File: src/rtl/core/assert_macros.svh
// assertion helpers, clocked on i_clk and disabled while i_rst_n is low
`ifndef ASSERT_MACROS_SVH
`define ASSERT_MACROS_SVH

`ifndef ASSERT_OFF
`define ASSERT_IMPL(label, ante, cons, msg) \
    label: assert property (@(posedge i_clk) disable iff (!i_rst_n) (ante) |-> (cons)) \
        else $error(msg);
`define ASSERT_NEXT(label, ante, cons, msg) \
    label: assert property (@(posedge i_clk) disable iff (!i_rst_n) (ante) |=> (cons)) \
        else $error(msg);
`else
`define ASSERT_IMPL(label, ante, cons, msg)
`define ASSERT_NEXT(label, ante, cons, msg)
`endif

`endif

File: src/rtl/core/rdct_pkg.sv
package rdct_pkg;

    localparam int unsigned CYC_W   = 64;
    localparam int unsigned CPC_W   = 32;
    localparam int unsigned BYTE_W  = 8;
    localparam int unsigned CTL_W   = 3;
    localparam int unsigned DATA_W  = 16;
    localparam int unsigned PROD_W  = CPC_W + BYTE_W;

    localparam logic [CTL_W-1:0] CTL_MASK = 3'h7;
    localparam int unsigned CTL_RUN_BIT    = 0;
    localparam int unsigned CTL_PRESET_BIT = 1;

    localparam logic [1:0] OP_TICK  = 2'd0;
    localparam logic [1:0] OP_READ  = 2'd1;
    localparam logic [1:0] OP_WRITE = 2'd2;

    localparam logic [1:0] OFF_CTRL   = 2'd0;
    localparam logic [1:0] OFF_RELOAD = 2'd1;

    localparam logic [CYC_W-1:0] WAKE_NONE = {CYC_W{1'b1}};

    typedef enum logic [5:0] {
        S_IDLE = 6'b000001,
        S_DIV1 = 6'b000010,
        S_DIV2 = 6'b000100,
        S_MUL  = 6'b001000,
        S_DONE = 6'b010000,
        S_WAIT = 6'b100000
    } t_state;

    typedef struct packed {
        logic busy;
        logic done;
    } t_div_status;

endpackage

File: src/rtl/core/rdct_div.sv
`include "assert_macros.svh"

module rdct_div
    import rdct_pkg::*;
(
    input  logic             i_clk,
    input  logic             i_rst_n,
    input  logic             i_start,
    input  logic [CYC_W-1:0] i_dividend,
    input  logic [CPC_W-1:0] i_divisor,
    output logic [CYC_W-1:0] o_quotient,
    output logic [CPC_W-1:0] o_remainder,
    output t_div_status      o_status
);

    logic [CYC_W-1:0] r_quo;
    logic [CPC_W-1:0] r_rem;
    logic [CPC_W-1:0] r_div;
    logic [5:0]       r_cnt;
    logic             r_busy;
    logic             r_done;

    logic [CPC_W:0]   shifted;
    logic [CPC_W:0]   trial;
    logic             fits;

    // one quotient bit per cycle, restoring form
    assign shifted = {r_rem, r_quo[CYC_W-1]};
    assign trial   = shifted - {1'b0, r_div};
    assign fits    = (shifted >= {1'b0, r_div});

    always_ff @(posedge i_clk) begin
        if (!i_rst_n) begin
            r_busy <= 1'b0;
            r_done <= 1'b0;
            r_cnt  <= '0;
        end else begin
            r_done <= 1'b0;
            if (i_start) begin
                r_busy <= 1'b1;
                r_cnt  <= '1;
            end else if (r_busy) begin
                r_cnt <= r_cnt - 6'd1;
                if (r_cnt == 6'd0) begin
                    r_busy <= 1'b0;
                    r_done <= 1'b1;
                end
            end
        end
    end

    always_ff @(posedge i_clk) begin
        if (i_start) begin
            r_quo <= i_dividend;
            r_rem <= '0;
            r_div <= i_divisor;
        end else if (r_busy) begin
            r_quo <= {r_quo[CYC_W-2:0], fits};
            r_rem <= fits ? trial[CPC_W-1:0] : shifted[CPC_W-1:0];
        end
    end

    assign o_quotient  = r_quo;
    assign o_remainder = r_rem;
    assign o_status    = '{busy: r_busy, done: r_done};

    `ASSERT_IMPL(a_no_restart, i_start, !r_busy, "divider started while busy")
    `ASSERT_IMPL(a_div_nonzero, r_busy, r_div != '0, "divider running on zero divisor")
    `ASSERT_IMPL(a_done_idle, r_done, !r_busy, "divider done while still busy")

endmodule

File: src/rtl/core/reload_down_counter_timer.sv
// one 8-bit reload down-counter timer channel with catch-up
// input stream: one transaction per item; tuser[1:0] is the kind
// (tick, bus read, bus write), tdata carries offset, write data and cycle
// output stream: exactly one result transaction per accepted item
// config channel: cpu cycles per count, zero stops the clock; write it only
// while no item is in work
// a read, a write or a tick that is not yet due has its result in the
// output register 2 cycles after the accept, and the next item can be taken
// one cycle later, so 3 cycles per item
// a due tick runs the shared 64-step serial divider once (counts due), 67
// cycles to the result and 68 per item, or twice after an underflow (reload
// modulo), 132 cycles to the result and 133 per item
// the input is not ready while an item is in work; it is ready again as
// soon as the result is in the output register, even if that result is
// still stalled, and a stalled result holds the sequencer before its
// next result
// reset clears control, reload, counter, next due cycle and cycles per
// count, and empties the output register
`include "assert_macros.svh"

module reload_down_counter_timer
    import rdct_pkg::*;
(
    input  logic        i_clk,
    input  logic        i_rst_n,
    // config write
    input  logic        i_cfg_valid,
    output logic        o_cfg_ready,
    input  logic [31:0] i_cfg_wdata,     // cpu cycles per count
    // item input
    input  logic        i_s_axis_tvalid,
    output logic        o_s_axis_tready,
    input  logic [87:0] i_s_axis_tdata,  // reg_offset[1:0], write_data[17:2], cycle_now[81:18]
    input  logic [1:0]  i_s_axis_tuser,  // opcode[1:0]
    // result output
    output logic        o_m_axis_tvalid,
    input  logic        i_m_axis_tready,
    output logic [87:0] o_m_axis_tdata   // read_data[15:0], underflow_irq[16], running[17],
                                         // next_wake[81:18]
);

    // architectural state
    logic [CPC_W-1:0]  r_cpc;
    logic [CTL_W-1:0]  r_ctl;
    logic [BYTE_W-1:0] r_reload;
    logic [BYTE_W-1:0] r_count;
    logic [CYC_W-1:0]  r_next;

    // per-item working registers
    t_state             r_state;
    logic [CYC_W-1:0]   r_now;
    logic [DATA_W-1:0]  r_rd;
    logic               r_irq;
    logic [PROD_W-1:0]  r_prod;

    // output register
    logic               r_out_valid;
    logic [87:0]        r_out_data;

    // divider hookup
    logic               div_start;
    logic [CYC_W-1:0]   div_dividend;
    logic [CPC_W-1:0]   div_divisor;
    logic [CYC_W-1:0]   div_quo;
    logic [CPC_W-1:0]   div_rem;
    t_div_status        div_st;

    // input fields
    logic [1:0]        in_op;
    logic [1:0]        in_off;
    logic [DATA_W-1:0] in_wdata;
    logic [CYC_W-1:0]  in_now;
    logic              in_fire;
    logic              tick_due;
    logic              q_below;
    logic [CYC_W-1:0]  wake;
    logic              out_free;

    assign in_op    = i_s_axis_tuser;
    assign in_off   = i_s_axis_tdata[1:0];
    assign in_wdata = i_s_axis_tdata[17:2];
    assign in_now   = i_s_axis_tdata[81:18];

    assign o_cfg_ready     = 1'b1;
    assign o_s_axis_tready = (r_state == S_IDLE);
    assign in_fire         = i_s_axis_tvalid && o_s_axis_tready;
    assign out_free        = !r_out_valid || i_m_axis_tready;

    // a tick only counts when running, clocked and at or past the due cycle
    assign tick_due = r_ctl[CTL_RUN_BIT] && (r_cpc != '0) && (in_now >= r_next);

    // quotient below the counter: no underflow this tick
    assign q_below = (div_quo[CYC_W-1:BYTE_W] == '0) && (div_quo[BYTE_W-1:0] < r_count);

    // divider start: counts due on a due tick, then reload modulo after underflow
    always_comb begin
        div_start    = 1'b0;
        div_dividend = r_now - r_next;
        div_divisor  = r_cpc;
        case (r_state)
            S_IDLE: begin
                div_start    = in_fire && (in_op == OP_TICK) && tick_due;
                div_dividend = in_now - r_next;
            end
            S_DIV1: begin
                div_start    = div_st.done && !q_below;
                div_dividend = div_quo - {{(CYC_W-BYTE_W){1'b0}}, r_count};
                div_divisor  = {{(CPC_W-BYTE_W-1){1'b0}}, {1'b0, r_reload} + 9'd1};
            end
            default: begin
            end
        endcase
    end

    rdct_div u_div (
        .i_clk       (i_clk),
        .i_rst_n     (i_rst_n),
        .i_start     (div_start),
        .i_dividend  (div_dividend),
        .i_divisor   (div_divisor),
        .o_quotient  (div_quo),
        .o_remainder (div_rem),
        .o_status    (div_st)
    );

    assign wake = (!r_ctl[CTL_RUN_BIT] || (r_cpc == '0)) ? WAKE_NONE
                : r_next + {{(CYC_W-PROD_W){1'b0}}, r_prod};

    // config register
    always_ff @(posedge i_clk) begin
        if (!i_rst_n) begin
            r_cpc <= '0;
        end else if (i_cfg_valid) begin
            r_cpc <= i_cfg_wdata;
        end
    end

    // sequencer and timer state
    always_ff @(posedge i_clk) begin
        if (!i_rst_n) begin
            r_state  <= S_IDLE;
            r_ctl    <= '0;
            r_reload <= '0;
            r_count  <= '0;
            r_next   <= '0;
            r_irq    <= 1'b0;
        end else begin
            case (r_state)
                S_IDLE: begin
                    if (in_fire) begin
                        r_now   <= in_now;
                        r_irq   <= 1'b0;
                        r_state <= div_start ? S_DIV1 : S_MUL;
                        if (in_op == OP_READ && !in_off[1]) begin
                            r_rd <= {r_reload, {(BYTE_W-CTL_W){1'b0}}, r_ctl};
                        end else if (in_op == OP_READ) begin
                            r_rd <= {{(DATA_W-BYTE_W){1'b0}}, r_count};
                        end else begin
                            r_rd <= '0;
                        end
                        if (in_op == OP_WRITE) begin
                            if (in_off == OFF_CTRL) begin
                                r_ctl    <= in_wdata[CTL_W-1:0] & CTL_MASK;
                                r_reload <= in_wdata[DATA_W-1:BYTE_W];
                                // preset takes the reload value from before this write
                                if (in_wdata[CTL_PRESET_BIT]) begin
                                    r_count <= r_reload;
                                end
                            end else if (in_off == OFF_RELOAD) begin
                                r_reload <= in_wdata[BYTE_W-1:0];
                            end
                        end
                    end
                end
                S_DIV1: begin
                    if (div_st.done) begin
                        // next + q*cpc + cpc equals now - remainder + cpc
                        r_next <= r_now - {{(CYC_W-CPC_W){1'b0}}, div_rem}
                                + {{(CYC_W-CPC_W){1'b0}}, r_cpc};
                        if (q_below) begin
                            r_count <= r_count - div_quo[BYTE_W-1:0] - 8'd1;
                            r_state <= S_MUL;
                        end else begin
                            r_irq   <= 1'b1;
                            r_state <= S_DIV2;
                        end
                    end
                end
                S_DIV2: begin
                    if (div_st.done) begin
                        r_count <= r_reload - div_rem[BYTE_W-1:0];
                        r_state <= S_MUL;
                    end
                end
                S_MUL: begin
                    r_prod  <= PROD_W'(r_count * r_cpc);
                    r_state <= S_DONE;
                end
                S_DONE: begin
                    r_state <= out_free ? S_IDLE : S_WAIT;
                end
                S_WAIT: begin
                    if (out_free) begin
                        r_state <= S_IDLE;
                    end
                end
                default: begin
                    r_state <= S_IDLE;
                end
            endcase
        end
    end

    // output register, loaded once the result is complete and the slot is free
    always_ff @(posedge i_clk) begin
        if (!i_rst_n) begin
            r_out_valid <= 1'b0;
        end else if ((r_state == S_DONE || r_state == S_WAIT) && out_free) begin
            r_out_valid <= 1'b1;
        end else if (i_m_axis_tready) begin
            r_out_valid <= 1'b0;
        end
    end

    always_ff @(posedge i_clk) begin
        if ((r_state == S_DONE || r_state == S_WAIT) && out_free) begin
            r_out_data <= {6'd0, wake, r_ctl[CTL_RUN_BIT], r_irq, r_rd};
        end
    end

    assign o_m_axis_tvalid = r_out_valid;
    assign o_m_axis_tdata  = r_out_data;

    `ASSERT_IMPL(a_done_in_div, div_st.done, r_state == S_DIV1 || r_state == S_DIV2,
                 "divider result outside a divide state")
    `ASSERT_IMPL(a_div2_irq, r_state == S_DIV2, r_irq, "modulo pass without underflow")
    `ASSERT_NEXT(a_busy_after_accept, i_s_axis_tvalid && o_s_axis_tready, !o_s_axis_tready,
                 "input ready straight after accept")

endmodule
File: config.mk
export PLATFORM = sky130hd
export DESIGN_NAME = reload_down_counter_timer
export DESIGN_NICKNAME = d
export VERILOG_FILES = /design/src/rtl/core/rdct_pkg.sv /design/src/rtl/core/rdct_div.sv /design/src/rtl/core/reload_down_counter_timer.sv
export VERILOG_INCLUDE_DIRS = /design/src /design/src/rtl/core
export SDC_FILE = /design/constraint.sdc
export NUM_CORES = 2
export LEC_CHECK = 0
export BUFFER_PORTS_ARGS = -buffer_cell sky130_fd_sc_hd__buf_2
export CELL_PAD_IN_SITES_DETAIL_PLACEMENT = 1
export CELL_PAD_IN_SITES_GLOBAL_PLACEMENT = 1
export CORE_ASPECT_RATIO = 0.6
export CORE_MARGIN = 3
export CORE_UTILIZATION = 45
export CTS_CLUSTER_DIAMETER = 120
export CTS_CLUSTER_SIZE = 8
export DETAILED_ROUTE_END_ITERATION = 12
export GPL_TIMING_DRIVEN = 0
export PLACE_DENSITY_LB_ADDON = 0.1
export SLEW_MARGIN = 20
export SYNTH_ARGS = -nofsm -noshare
export SYNTH_HDL_FRONTEND = slang
export SYNTH_HIERARCHICAL = 1
export SYNTH_SLANG_ARGS = --single-unit
File: constraint.sdc
create_clock -name i_clk -period 8.5 [get_ports i_clk]
set_clock_uncertainty 0.2 [all_clocks]
set_input_delay 0.85 -clock i_clk [delete_from_list [all_inputs] [get_ports i_clk]]
set_output_delay 0.85 -clock i_clk [all_outputs]
set_load 0.02 [all_outputs]
# Word-level counts from Yosys, hierarchy flattened
# Index checks and enable logic that the tools add are counted.
[classes] addsub=12 n_eq_ne=18 n_reduce_logical=37 muxes=38 order_cmp=3 n_mul=1 shift=0 div_mod_pow=0 bitwise_logic=3
[ops] cell="$mux W64" count=2
[ops] cell="$pmux W64 S2" count=1
[ops] cell="$sub A64 B64 Y64" count=2
[ops] cell="$mux W8" count=10
[ops] cell="$add A64 B32 Y64" count=1
[ops] cell="$add A64 B40 Y64" count=1
[ops] cell="$ge A64 B64 Y1" count=1
[ops] cell="$sub A64 B32 Y64" count=1
[ops] cell="$sub A64 B8 Y64" count=1
[ops] cell="$logic_not A56 Y1" count=1
[ops] cell="$mux W6" count=7
[ops] cell="$mul A8 B32 Y40" count=1
[ops] cell="$pmux W6 S6" count=1
[ops] cell="$ge A33 B32 Y1" count=1
[ops] cell="$logic_not A32 Y1" count=1
[ops] cell="$mux W32" count=1
[ops] cell="$reduce_bool A32 Y1" count=1
[ops] cell="$sub A32 B32 Y32" count=1
[ops] cell="$pmux W8 S3" count=1
[ops] cell="$mux W16" count=1
[ops] cell="$reduce_and A4 Y1" count=4
[ops] cell="$sub A8 B8 Y8" count=2
[ops] cell="$ne A2 B1 Y1 const B" count=6
[ops] cell="$add A8 B1 Y9 const B" count=1
[ops] cell="other kinds (29)" count=62
[totals] mem_bits_ro=0 out_inout_bits=91 ram_bits=0 input_bits=127 reg_bits=461 latch_bits=0 n_memories=0 word_cells=133

# Longest topological paths before layout
[logic_depth] word_depth=8 ltp_mapped=25 depth_no_buf=23

# Modules after synthesis
# The synthesis kept the hierarchy.
[by_module_without_submodules] mod="reload_down_counter_timer" cells_per_inst=4413 area_each_um2=36259.8 seq_area_each_um2=8528.2 n_inst=1
[by_module_without_submodules] mod="rdct_div" cells_per_inst=683 area_each_um2=7374.6 seq_area_each_um2=3683.5 n_inst=1

# Least setup slack after synthesis
# No wires, ideal clock.
[synth_path] path_type="flip-flop to flip-flop" start="reg r_count[3]" end="reg r_prod[39], data pin" path_stages_with_launch=24 path_slack_ns=2.450 path_buffers=2 setup_ns=0.157 synth_period_minus_slack_ns=6.050 arrival_time_ns=5.693 required_ns=8.143 path_cell_list="dfxtp_1 -> clkbuf_1 -> clkinv_1 -> buf_1 -> nor2_1 -> fa_1 -> fa_1 -> fa_1 -> inv_1 -> fa_1 -> inv_1 -> ha_1 -> a21o_1 -> a21o_1 -> nor3_1 -> or3b_2 -> o21a_1 -> a31oi_1 -> nor2b_1 -> o221a_2 -> a41oi_1 -> a21oi_1 -> and4_1 -> nor3_1"
[synth_between] elab_chain_cells=1
[synth_rtl] element="from (decl)" line="reload_down_counter_timer.sv:46" rtl="logic [BYTE_W-1:0] r_count;"
[synth_rtl] element="from (signal assigned)" line="reload_down_counter_timer.sv:167" rtl="r_count <= r_reload;"
[synth_rtl] element="from (signal assigned)" line="reload_down_counter_timer.sv:181" rtl="r_count <= r_count - div_quo[BYTE_W-1:0] - 8'd1;"
[synth_rtl] element="from (signal assigned)" line="reload_down_counter_timer.sv:191" rtl="r_count <= r_reload - div_rem[BYTE_W-1:0];"
[synth_rtl] element="$mul A8 B32 Y40" line="reload_down_counter_timer.sv:196" rtl="r_prod <= PROD_W'(r_count * r_cpc);"
[synth_rtl] element="to (signal assigned)" line="reload_down_counter_timer.sv:196"
[synth_rtl] element="to (decl)" line="reload_down_counter_timer.sv:54" rtl="logic [PROD_W-1:0] r_prod;"
# No other way between the ends.
# A chain may end at the register's enable or synchronous reset.

# Worst setup path in the final report
[layout_path] start="reg r_count[7]" end="reg u_div.r_quo[46] (netlist: u_div/o_quotient[46]), enable pin"
[layout_between] elab_chain_cells=6
[layout_rtl] element="$lt A8 B8 Y1" line="reload_down_counter_timer.sv:93" rtl="assign q_below = (div_quo[CYC_W-1:BYTE_W] == '0) && (div_quo[BYTE_W-1:0] < r_count);"
[layout_rtl] element="$logic_and A1 B1 Y1" line="reload_down_counter_timer.sv:93"
[layout_rtl] element="$logic_not A1 Y1" line="reload_down_counter_timer.sv:106" rtl="div_start = div_st.done && !q_below;"
[layout_rtl] element="$logic_and A1 B1 Y1" line="reload_down_counter_timer.sv:106"
[layout_rtl] element="$pmux W1 S2" line="reload_down_counter_timer.sv:100" rtl="case (r_state)"
[layout_rtl] element="via div_start" line="reload_down_counter_timer.sv:61" rtl="logic div_start;"
[layout_rtl] element="$reduce_bool A2 Y1 (no line)"
[layout_rtl] element="to (signal assigned)" line="rdct_div.sv:54" rtl="r_quo <= i_dividend;"
[layout_rtl] element="to (signal assigned)" line="rdct_div.sv:58" rtl="r_quo <= {r_quo[CYC_W-2:0], fits};"
[layout_rtl] element="to (decl)" line="rdct_div.sv:16" rtl="logic [CYC_W-1:0] r_quo;"
# The timed path passes the listed nets, and every way through them passes these cells.

==> impl_metrics.env <==
export IMPL_status="completed"
export IMPL_cpMostUsedCell="clkbuf_1"
export IMPL_max_cap_violations=0
export IMPL_synthesis_area_sq_mm=0.0436
export IMPL_cts_htree_levels=3
export IMPL_finalSetupViolCount=0
export IMPL_tritoncts="built"
export IMPL_period_needed_ns=8.37
export IMPL_leakagePower_nw=20.8
export IMPL_irDropWorstVdd_mv=0.146
export IMPL_cp_arrival_ns=8.54
export IMPL_avgSynthCellArea_sq_um=8.56
export IMPL_tightestPinTransition_ns=1.24
export IMPL_cpPeakStageDelay_ns=0.84
export IMPL_drtIter0Drc=4958
export IMPL_route_detailed_drc=0
export IMPL_startpoint_type="flop"
export IMPL_cts_setup_buffers=0
export IMPL_numCtsBuffers=67
export IMPL_clock_path_buffers=3
export IMPL_postRouteAntennaNets=0
export IMPL_fin_ws_ns=0.127
export IMPL_totalWireLength_microns=187000
export IMPL_io_pins=218
export IMPL_maxSlewHeadroom_pct=17.2
export IMPL_min_period_over_period_pct=98.5
export IMPL_nets=6078
export IMPL_grt_pass1_wl_microns=272000
export IMPL_crit_slowest_cell="clkbuf_1"
export IMPL_synthCells=5095
export IMPL_hold_viol_final=0
export IMPL_viasPerCell=6.14
export IMPL_hp_class="in2reg"
export IMPL_areaGrowthSynthToFinish_pct=11.4
export IMPL_drive_gt1_share_pct=8.24
export IMPL_fmax_mhz=119
export IMPL_fp_dieW_microns=408
export IMPL_place_inst=6607
export IMPL_grt_max_degree=52
export IMPL_cts_sinks=461
export IMPL_port_buffers=202
export IMPL_grt_ovfl_total=0
export IMPL_fp_dieH_microns=247
export IMPL_grt_pass1_vias=40000
export IMPL_holdWs_ns=0.187
export IMPL_grt_use_total_pct=36.2
export IMPL_cp_required_ns=8.67
export IMPL_pre_cts_ws_ns=-0.124
export IMPL_clk_latency_ns=0.67
export IMPL_dieArea_sq_mm=0.101
export IMPL_cts_root_buf="clkbuf_16"
export IMPL_rsz0062_at_grt="no"
export IMPL_fin_cells=6737
export IMPL_clk_transition_reported_paths_ns=0.06
export IMPL_cp_end_kind="flop"
export IMPL_globalplace_congestion=1.00
export IMPL_crit_type="reg2reg"
export IMPL_drtPass1Iterations=5
export IMPL_rows=87
export IMPL_cp_max_fo=51
export IMPL_place_detailed_hpwl_microns=154000
export IMPL_antenna_found_initial=9
export IMPL_cp_cell_sequence="clkbuf_1 -> clkinv_1 -> clkbuf_2 -> ha_1 -> or4_1 -> or3_1 -> a211o_1 -> or3_1 -> buf_6 -> nor3_4 -> nor2_1 -> or2_4 -> clkbuf_1 -> clkdlybuf4s15_1 -> clkbuf_1 -> or2_4 -> buf_16"
export IMPL_wl_per_cell_microns=27.7
export IMPL_floorplan_initialDensity_pct=45.9
export IMPL_yosysWarnings=6
export IMPL_vias=41400
export IMPL_slew_violations=0
export IMPL_core_area_sq_mm=0.0950
export IMPL_powerDensity_mw_per_mm2=136
-- repair_timing --
action / CTS / global route
resized for setup: 1 / 12
setup endpoints to repair: 51 / 54
hold buffers: 0 / 0
pin swaps: 0 / 0
-- critical path: cells and delay by family, from the launching register on --
kind                       cells  cell delay [ns]
DFF                            1             0.31
adders and majority gates      1             0.41
AOI/OAI and AO/OA              1             0.33
buffers and inverters          8             3.98
and+or+nand+nor                7             2.75
-- layout make-up --
type / instances / area, sq um
flip-flops and latches: 461 / 12200
clock inverters: 7 / 119
inverters: 519 / 1950
plain buffers: 232 / 966
diodes: 7 / 17.5
clock buffers: 116 / 1880
repair buffers: 217 / 1240
well taps: 1290 / 1610
multi-input cells: 3888 / 28600
fillers: 11400 / 46400
-- cell usage in the layout, fill, tap and decap left out, types with 37 or more instances in the layout --
cell type,instances
and2_1,54
fa_1,218
o21bai_1,46
nand2b_1,46
nor2b_1,47
or3_1,40
a211oi_1,53
nor3_1,75
nor2_1,500
clkbuf_1,218
ha_1,347
dfxtp_1,163
a21oi_1,389
xor2_1,134
mux2_2,64
xnor2_1,218
edfxtp_1,298
a21o_1,200
mux2i_1,47
buf_2,213
nand3_1,96
a22oi_1,37
clkbuf_16,68
inv_1,492
o21ai_0,253
nand2_1,476
nand4_1,72
-- registers in the layout, summed over array words and instances (netlist names), 16 cells and up --
name,cells
o_m_axis_tdata,82
r_next,64
r_now,64
u_div/o_quotient,64
r_prod,40
r_cpc,32
u_div/o_remainder,32
u_div/r_div,32
r_rd,16
-- metal layers --
metal	up-vias	global-route usage (%)	share of wire (%)
met5	-	0	0.012
met4	4	7.85	2.3
met1	20800	57.0	48
li1	18400	-	-
met3	213	12.9	14
met2	2000	45.5	36
-- power breakdown --
part           switching [mW]  leakage [nW]  total [mW]  internal (mW)
Clock                    1.18         0.947        2.70           1.51
Combinational           0.951          15.7        1.41          0.464
Sequential             0.0655          4.18        2.49           2.42
Total                    2.20          20.8        6.60           4.40
-- stage by stage --
step | power, mW | setup TNS [ns] | utilization [%] | area (sq um)
4_1_cts | 6.56 | 0 | 51.1 | 48600
3_3_place_gp | 3.84 | -152.01 | 48.7 | 46300
3_5_place_dp | 3.88 | -6.16 | 49.0 | 46500
5_1_grt | 6.81 | 0 | 51.1 | 48600
2_1_floorplan | 3.36 | 0 | - | 43600
6_report | 6.60 | 0 | 51.1 | 48600
-- final timing paths --
kind                            from                   end  slack (ns)  cells after the start
hold / removal    i_s_axis_tdata[79]             r_now[61]        0.19                      1
setup / recovery          r_count[7]  u_div/o_quotient[46]        0.13                     17
hold reg to reg             r_rd[12]    o_m_axis_tdata[12]        0.21                      0
setup reg to reg          r_count[7]  u_div/o_quotient[46]        0.13                     17
Note: power is estimated with default switching activity, not from simulation.
